--- config.mk ---
export PLATFORM = sky130hd
export DESIGN_NAME = dlmt_ctrl
export DESIGN_NICKNAME = d
export VERILOG_FILES = /design/src/dlmt_pkg.sv /design/src/dlmt_ctrl.sv
export SDC_FILE = /design/constraint.sdc
export NUM_CORES = 1
export LEC_CHECK = 0
export BUFFER_PORTS_ARGS = -buffer_cell sky130_fd_sc_hd__buf_2
export CORE_MARGIN = 8
export CORE_UTILIZATION = 29
export DETAILED_ROUTE_END_ITERATION = 10
export MAX_ROUTING_LAYER = met4
export SLEW_MARGIN = 40
export SYNTH_ARGS = -nofsm -noshare
export SYNTH_HDL_FRONTEND = slang
export SYNTH_SLANG_ARGS = --single-unit
--- constraint.sdc ---
create_clock -name clk -period 3.8 [get_ports clk]
set_input_delay 0.76 -clock clk [delete_from_list [all_inputs] [get_ports clk]]
set_output_delay 0.76 -clock clk [all_outputs]
set_load 0.03 [all_outputs]
--- src/dlmt_pkg.sv ---
package dlmt_pkg;

  typedef enum logic [1:0] {
    OP_TRANS = 2'd0,
    OP_ACCEPT = 2'd1,
    OP_BYTE = 2'd2,
    OP_END = 2'd3
  } op_t;

  typedef enum logic [1:0] {
    KIND_TOKEN = 2'd0,
    KIND_ERROR = 2'd1,
    KIND_FINISH = 2'd2
  } kind_t;

  // What one evaluation step of the datapath does.
  typedef enum logic [1:0] {
    MODE_CHAR = 2'd0,
    MODE_FIN = 2'd1,
    MODE_RES = 2'd2
  } mode_t;

  localparam logic [7:0] CH_SLASH = 8'h2F;
  localparam logic [7:0] CH_STAR = 8'h2A;
  localparam logic [7:0] CH_SPACE = 8'h20;
  localparam logic [7:0] CH_TAB = 8'h09;
  localparam logic [7:0] CH_CR = 8'h0D;
  localparam logic [7:0] CH_UPPER_A = 8'h41;
  localparam logic [7:0] CH_UPPER_Z = 8'h5A;
  localparam logic [7:0] CASE_OFFSET = 8'h20;

  typedef struct packed {
    logic [1:0] operation;
    logic [7:0] entry_state;
    logic [6:0] entry_char;
    logic       entry_next_valid;
    logic [7:0] entry_next;
    logic       entry_accept_valid;
    logic [5:0] entry_accept_type;
    logic [7:0] source_byte;
  } src_word_t;

  typedef struct packed {
    logic [1:0]  result_kind;
    logic [5:0]  token_type;
    logic [31:0] token_start;
    logic [7:0]  token_length;
    logic        last_of_run;
  } res_word_t;

  typedef struct packed {
    logic  wr_trans;
    logic  latch_acc;
    logic  wr_acc;
    logic  load_byte;
    logic  look;
    logic  eval;
    logic  hread;
    logic  flush_last;
    mode_t mode;
  } cmd_t;

  typedef struct packed {
    logic halted;
    logic acc_pend;
    logic hold_valid;
    logic can_flush;
    logic ev_halt;
    logic ev_again;
    logic ev_more;
  } sts_t;

endpackage

--- src/dlmt_ctrl.sv ---
module dlmt_ctrl (
  input  logic           clk,
  input  logic           rst,
  input  logic           src_valid,
  output logic           src_ready,
  input  logic [1:0]     src_op,
  input  dlmt_pkg::sts_t sts,
  output dlmt_pkg::cmd_t cmd
);
  import dlmt_pkg::*;

  typedef enum logic [2:0] {
    S_IDLE,
    S_LOOK,
    S_EVAL,
    S_HREAD,
    S_WRACC,
    S_FLUSH
  } state_t;

  state_t state;
  mode_t  mode;
  logic   finishing;
  logic   take;
  logic   go;

  assign src_ready = (state == S_IDLE);
  assign take = src_valid && src_ready;
  assign go = !sts.hold_valid || sts.can_flush;

  always_comb begin
    cmd = '0;
    cmd.mode = mode;
    unique case (state)
      S_IDLE: begin
        if (take) begin
          unique case (op_t'(src_op))
            OP_TRANS: cmd.wr_trans = 1'b1;
            OP_ACCEPT: cmd.latch_acc = 1'b1;
            OP_BYTE: cmd.load_byte = !sts.halted;
            OP_END: cmd.load_byte = 1'b0;
          endcase
        end
      end
      S_LOOK: cmd.look = 1'b1;
      S_EVAL: cmd.eval = go;
      S_HREAD: cmd.hread = 1'b1;
      S_WRACC: cmd.wr_acc = 1'b1;
      S_FLUSH: cmd.flush_last = 1'b1;
      default: cmd.look = 1'b0;
    endcase
  end

  always_ff @(posedge clk) begin
    if (rst) begin
      state <= S_IDLE;
      mode <= MODE_CHAR;
      finishing <= 1'b0;
    end else begin
      unique case (state)
        S_IDLE: begin
          if (take) begin
            unique case (op_t'(src_op))
              OP_TRANS: state <= S_IDLE;
              OP_ACCEPT: begin
                // A move whose accept check is still owed must see the old entry.
                if (sts.acc_pend) begin
                  mode <= MODE_RES;
                  state <= S_LOOK;
                end else begin
                  state <= S_WRACC;
                end
              end
              OP_BYTE: begin
                if (!sts.halted) begin
                  mode <= MODE_CHAR;
                  finishing <= 1'b0;
                  state <= S_LOOK;
                end
              end
              OP_END: begin
                if (!sts.halted) begin
                  mode <= MODE_FIN;
                  finishing <= 1'b1;
                  state <= S_LOOK;
                end
              end
            endcase
          end
        end
        S_LOOK: state <= S_EVAL;
        S_EVAL: begin
          if (go) begin
            priority if (mode == MODE_RES) begin
              state <= S_WRACC;
            end else if (sts.ev_halt) begin
              state <= S_FLUSH;
            end else if (sts.ev_again) begin
              state <= S_LOOK;
            end else if (sts.ev_more) begin
              mode <= MODE_CHAR;
              state <= S_HREAD;
            end else if (finishing) begin
              mode <= MODE_FIN;
              state <= S_LOOK;
            end else begin
              state <= S_FLUSH;
            end
          end
        end
        S_HREAD: state <= S_LOOK;
        S_WRACC: state <= S_IDLE;
        S_FLUSH: begin
          if (go) begin
            state <= S_IDLE;
          end
        end
        default: state <= S_IDLE;
      endcase
    end
  end

endmodule

==> results.py, run 1 <==
metrics = {
    "status": {
        "outcome": "finished, final reports clean",
    },
    "die": {
        "fp.dieW_um": 57.4,
        "chipHeight_um": 57.4,
        "pin_count": 23,
        "placementRows": 15,
        "start_util_pct": 29.7,
        "dieArea_um2": 3290,
        "core-area_um2": 1670,
    },
    "cts": {
        "clk_pin_slew_ns": 0.05,
        "cts_sinks": 6,
        "postCtsSetupRepairBufs": 0,
        "worstSkewPairLatency_ns": 0.25,
        "cts_buffer_depth": 2,
        "cts-root-buf": "clkbuf_4",
        "cts_tree": "yes",
        "ctsHoldBuffers": 0,
        "cts-buffers-inserted": 3,
        "postCtsResizedCells": 0,
        "htree_levels": 1,
    },
    "detailed_routing": {
        "avgRoutedWirePerCell_um": 14.1,
        "drc": 0,
        "vias_per_cell": 5.53,
        "wirelength_mm": 1.43,
        "antenna_left": 0,
        "drt_pass1_iterations": 5,
        "initialDrtViolationCount": 24,
        "vias": 559,
    },
    "worst_setup_path": {
        "worstPathArrival_ns": 1.45,
        "crit_path_cell_trace": "nor3_4 > nand2_1 > nor3b_2 > buf_2",
        "worst_path_max_delay_cell": "dfxtp_1",
        "required_ns": 3.04,
        "cp.buffers_inverters": 1,
        "critical_path.startpoint_type": "flop",
        "ff2ff_setup_slack_ns": 2.21,
        "crit_family": "simple AND/OR/NAND/NOR gates",
        "end_kind": "primary output",
        "path_class": "reg -> out",
        "path_max_fanout": 16,
        "cpPeakStageDelay_ns": 0.46,
    },
    "global_route": {
        "busiest_layer": "met1",
        "grt_max_degree": 17,
        "gr-usage-met3_pct": 3.81,
        "grt_usage_pct": 9.81,
        "antenna_found_initial": 0,
        "grt_overflow": 0,
        "first_global_vias": 541,
        "grt_first_pass_wirelength_mm": 2.44,
        "grt.met2_usage_pct": 11.9,
        "met1_usage_pct": 12.6,
    },
    "synthesis": {
        "syn_area_per_cell_um2": 8.01,
        "synth_top_area_share_pct": 24.2,
        "ys_warn_count": 0,
        "syn_nets": 74,
        "ys_types": 35,
        "synth_seq_cells": 6,
        "synth.area.top_cells": "dfxtp_1 24%, nor2b_1 7.6%, mux2i_1 4.0%",
        "synth_area_leader_cell": "dfxtp_1",
        "netlist_area_um2": 497,
        "synthCells": 62,
        "ys_seq_area_share_pct": 24.2,
    },
    "timing": {
        "finalCritPeriodShare_pct": 58.0,
        "max_freq_mhz": 453,
        "rsz0062_at_grt": "false",
        "worstMarginPinSlew_ns": 0.521,
        "setup-tns-final_ns": 0,
        "period_minus_slack_ns": 2.21,
        "hold_viol_final": 0,
        "drv_slew": 0,
        "slew_headroom_pct": 65.2,
        "setup_viol": 0,
        "fin_skew_ns": 0.00350,
    },
    "layout": {
        "area_growth_pct": 27.5,
        "multi_input_area_um2": 355,
        "num_antenna_cells": 0,
        "ff_latch_area_um2": 120,
        "fillCellCount": 185,
        "layout-drive-gt1-share_pct": 33.3,
        "layout.nets": 98,
        "stdcell_area_um2": 633,
    },
    "power": {
        "power_density_nw_per_um2": 312,
        "leakage_nw": 0.298,
        "ir_drop_v": 0.000147,
    },
    "place": {
        "numPortBuffers": 22,
        "place_area_um2": 611,
        "gp_congestion": 0.811,
        "dp_hpwl_mm": 1.11,
    },
    "job": {
        "maxCapViolations": 0,
    },
    "hold_path": {
        "worst_hold_path_type": "reg -> reg",
    },
}
==> cell usage after synthesis, drive strengths merged <==
cell type / count
a2bb2oi: 1
or2: 1
inv: 1
nor2b: 6
nor3b: 3
clkbuf: 1
or3: 1
and2: 1
nor3: 4
nand2: 4
a21oi: 2
buf: 2
a22oi: 2
nor4b: 1
a311o: 1
mux2: 1
dfxtp: 6
a211o: 1
nor2: 5
nand2b: 2
o31a: 1
a221oi: 1
a31oi: 1
mux2i: 2
and3b: 1
o41ai: 1
nand3: 2
o21ai: 2
nor4: 2
and3: 1
a31o: 1
nand4b: 1
==> report_power, final <==
group | switching (mW) | internal (mW)
combinational | 0.0383 | 0.0261
sequential | 0.00732 | 0.0664
clock | 0.0238 | 0.0358
total | 0.0695 | 0.128
==> flip-flops by register name, indices dropped and copies added (netlist names) <==
name / flops
state: 3
mode: 2
finishing: 1
==> cells by family (layout without fill, tap and decap cells) <==
kind of cell	after synthesis	in the layout	synth area share, %
AOI/OAI and AO/OA	14	14	21.7
buffers and inverters	4	26	4.28
and+or+nand+nor	35	35	43.6
DFF	6	6	24.2
muxes	3	3	6.30
==> placed cells by master (no fill, tap or decap), types with 2 or more instances in the layout <==
cell type,n
buf_2,22
a22oi_1,2
nor3b_1,2
nor2b_1,6
nor2_1,5
nand2_1,4
dfxtp_1,6
clkbuf_4,3
nor3_1,3
o21ai_0,2
nand3_1,2
nor4_1,2
mux2i_1,2
nand2b_1,2
==> worst paths after layout <==
| check | start | endpoint | depth (start not counted) |
|---|---|---|---|
| max | state[1]$_SDFFE_PP0P_ | cmd[8] | 4 |
| min | mode[0]$_SDFFE_PP0P_ | mode[0]$_SDFFE_PP0P_ | 2 |
| max reg2reg | state[1]$_SDFFE_PP0P_ | state[0]$_SDFFE_PP0P_ | 4 |
| min reg2reg | mode[0]$_SDFFE_PP0P_ | mode[0]$_SDFFE_PP0P_ | 2 |
==> per-stage QoR <==
step | total power, mW | setup WS (ns) | instances | util [%] | hold slack [ns]
6_report | 0.198 | 1.59 | 101 | 37.9 | 0.492
5_1_grt | 0.212 | 1.44 | 101 | 37.9 | 0.534
4_1_cts | 0.200 | 1.58 | 101 | 37.9 | 0.498
3_5_place_dp | 0.139 | 1.62 | 98 | 36.6 | 0.484
3_3_place_gp | 0.138 | 1.63 | 98 | 36.6 | 0.475
2_1_floorplan | 0.118 | 1.37 | 62 | - | 0.489
==> worst min-delay path, delay by kind of cell, from the launching register on <==
family	cells	cell delay [ns]
DFF	1	0.32
muxes	1	0.06
and+or+nand+nor	1	0.06
==> metal layers <==
metal	vias to the layer above	share of wire [%]
met2	31	38
met3	4	9.4
met1	244	50
met4	0	2.0
met5	-	0
li1	280	-
==> layout make-up <==
type	instances	share of cell area [%]
Multi-Input combinational cell	52	56.1
Sequential cell	6	19.0
Timing Repair Buffer	22	17.4
Clock buffer	3	3.56
Tap cell	17	3.36
Inverter	1	0.593
(Power assumes the default switching activity.)
==> run 2: changes to the inputs <==
==> constraint.sdc (replaced) <==
create_clock -name clk -period 2.08 [get_ports clk]
set_input_delay 0.416 -clock clk [delete_from_list [all_inputs] [get_ports clk]]
set_output_delay 0.416 -clock clk [all_outputs]
set_load 0.03 [all_outputs]
==> run 2 against run 1 <==
Clock power grew 74%. Core utilization grew 0.30 points. Wire length shrank 2.9%. Register-to-register slack lost 1.7 ns. Worst setup slack lost 1.3 ns. Flip-flop and latch count is the same. Sequential share of layout area shrank 0.15 points. Clock-buffer cell count is the same. Combinational power grew 85%. Die area is the same. Worst hold slack lost 0.053 ns. Largest cell class unchanged. Highest routed layer unchanged.
==> results.py, run 2 (synthesis results as in run 1) <==
metrics = {
    "worst_setup_path": {
        "critical_path.startpoint": "state[1]$_SDFFE_PP0P_",
        "critical_path.startpoint_type": "flop",
        "worstPathArrival_ns": 1.41,
        "rr_startpoint": "state[1]$_SDFFE_PP0P_",
        "path_max_fanout": 16,
        "path_class": "reg -> out",
        "end_kind": "primary output",
        "required_ns": 1.66,
    },
    "cts": {
        "cts-buffers-inserted": 3,
        "worstSkewPairLatency_ns": 0.24,
        "ctsHoldBuffers": 0,
        "postCtsSetupRepairBufs": 0,
        "clk_pin_slew_ns": 0.04,
        "cts_buffer_depth": 2,
        "cts_sinks": 6,
        "cts-root-buf": "clkbuf_4",
        "cts_tree": "yes",
        "postCtsResizedCells": 0,
        "htree_levels": 1,
    },
    "layout": {
        "num_antenna_cells": 0,
        "area_growth_pct": 28.5,
        "largest_register_ffs": 3,
        "reg.largest.list": "state: 3 flops, mode: 2 flops, finishing: 1 flops",
        "layout-drive-gt1-share_pct": 34.5,
        "top_register": "state",
        "mostFrequentLayoutCell": "buf_2",
        "layout.nets": 98,
        "final_cell_mix": "22 x buf_2, 6 x nor2b_1, 6 x dfxtp_1",
        "layout.cells.non_filler": 101,
    },
    "timing": {
        "hold_viol_final": 0,
        "period_minus_slack_ns": 1.83,
        "setup_viol": 0,
        "slew_headroom_pct": 68.9,
        "finalCritPeriodShare_pct": 87.9,
        "setup-tns-final_ns": 0,
        "drv_slew": 0,
        "worstMarginPinSlew_ns": 0.465,
        "fin_skew_ns": 0.00264,
        "rsz0062_at_grt": "false",
        "max_freq_mhz": 547,
        "holdWs_ns": 0.440,
    },
    "global_route": {
        "first_global_vias": 526,
        "grt_first_pass_wirelength_mm": 2.28,
        "grt_usage_pct": 8.89,
        "grt_overflow": 0,
        "grt_max_degree": 17,
        "antenna_found_initial": 0,
    },
    "hold_path": {
        "hold_path_startpoint": "rst",
        "worst_hold_path_type": "in -> reg",
    },
    "die": {
        "pin_count": 23,
        "placementRows": 15,
        "start_util_pct": 29.7,
        "fp.dieW_um": 57.4,
        "chipHeight_um": 57.4,
        "dieArea_um2": 3290,
        "core-area_um2": 1670,
    },
    "place": {
        "dp_hpwl_mm": 1.13,
        "numPortBuffers": 22,
        "placedCellCount": 98,
        "gp_congestion": 0.781,
    },
    "detailed_routing": {
        "wirelength_mm": 1.39,
        "initialDrtViolationCount": 11,
        "drc": 0,
        "vias": 553,
        "drt_pass1_iterations": 4,
        "antenna_left": 0,
        "vias_per_cell": 5.48,
        "avgRoutedWirePerCell_um": 13.7,
    },
    "job": {
        "maxCapViolations": 0,
    },
    "power": {
        "ir_drop_v": 0.000315,
        "power_density_nw_per_um2": 560,
        "leakage_nw": 0.299,
    },
    "status": {
        "outcome": "finished, final reports clean",
    },
}
## run 2: cell counts in the layout (fill, tap and decap cells not counted)
Identical to the previous run, type by type.
## run 2: final timing paths
check        cells past startpoint  slack (ns)                    end
max                              4        0.25                 cmd[8]
min reg2reg                      2        0.49   mode[0]$_SDFFE_PP0P_
max reg2reg                      4        0.56  state[0]$_SDFFE_PP0P_
min                              2        0.44  state[0]$_SDFFE_PP0P_
## run 2: cell type report
class                           instances  area, µm²
Fill cell                             176       1030
Multi-Input combinational cell         52        360
Sequential cell                         6        120
Timing Repair Buffer                   22        110
Clock buffer                            3       22.5
Tap cell                               17       21.3
Inverter                                1       3.75
## run 2: metal layers
| layer | up-vias | GRT usage [%] | wire length [µm] | share of wire (%) |
|---|---|---|---|---|
| met4 | 0 | 5.36 | 19 | 1.4 |
| met2 | 22 | 12.9 | 623 | 45 |
| met3 | 2 | 2.02 | 76 | 5.5 |
| met5 | - | - | 0 | 0 |
| met1 | 251 | 10.9 | 667 | 48 |
| li1 | 278 | - | - | - |
## run 2: critical path: stages, from the launching register on
cell     delay [ns]
dfxtp_1        0.44
nor3_4         0.20
nand2_1        0.15
nor3b_2        0.16
buf_2          0.21
## run 2: stage by stage
step                      cell area (µm²)  total power, mW  worst slack [ns]  util (%)
after floorplan                       502            0.217             0.192         -
after global placement                616            0.254             0.529      36.9
after detailed placement              616            0.255             0.500      36.9
after CTS                             638            0.363             0.244      38.2
after global routing                  638            0.381             0.128      38.2
final                                 638            0.357             0.252      38.2
## run 2: power breakdown
part           switching (mW)  internal [mW]
sequential             0.0121          0.121
combinational          0.0714         0.0479
clock                  0.0391         0.0651
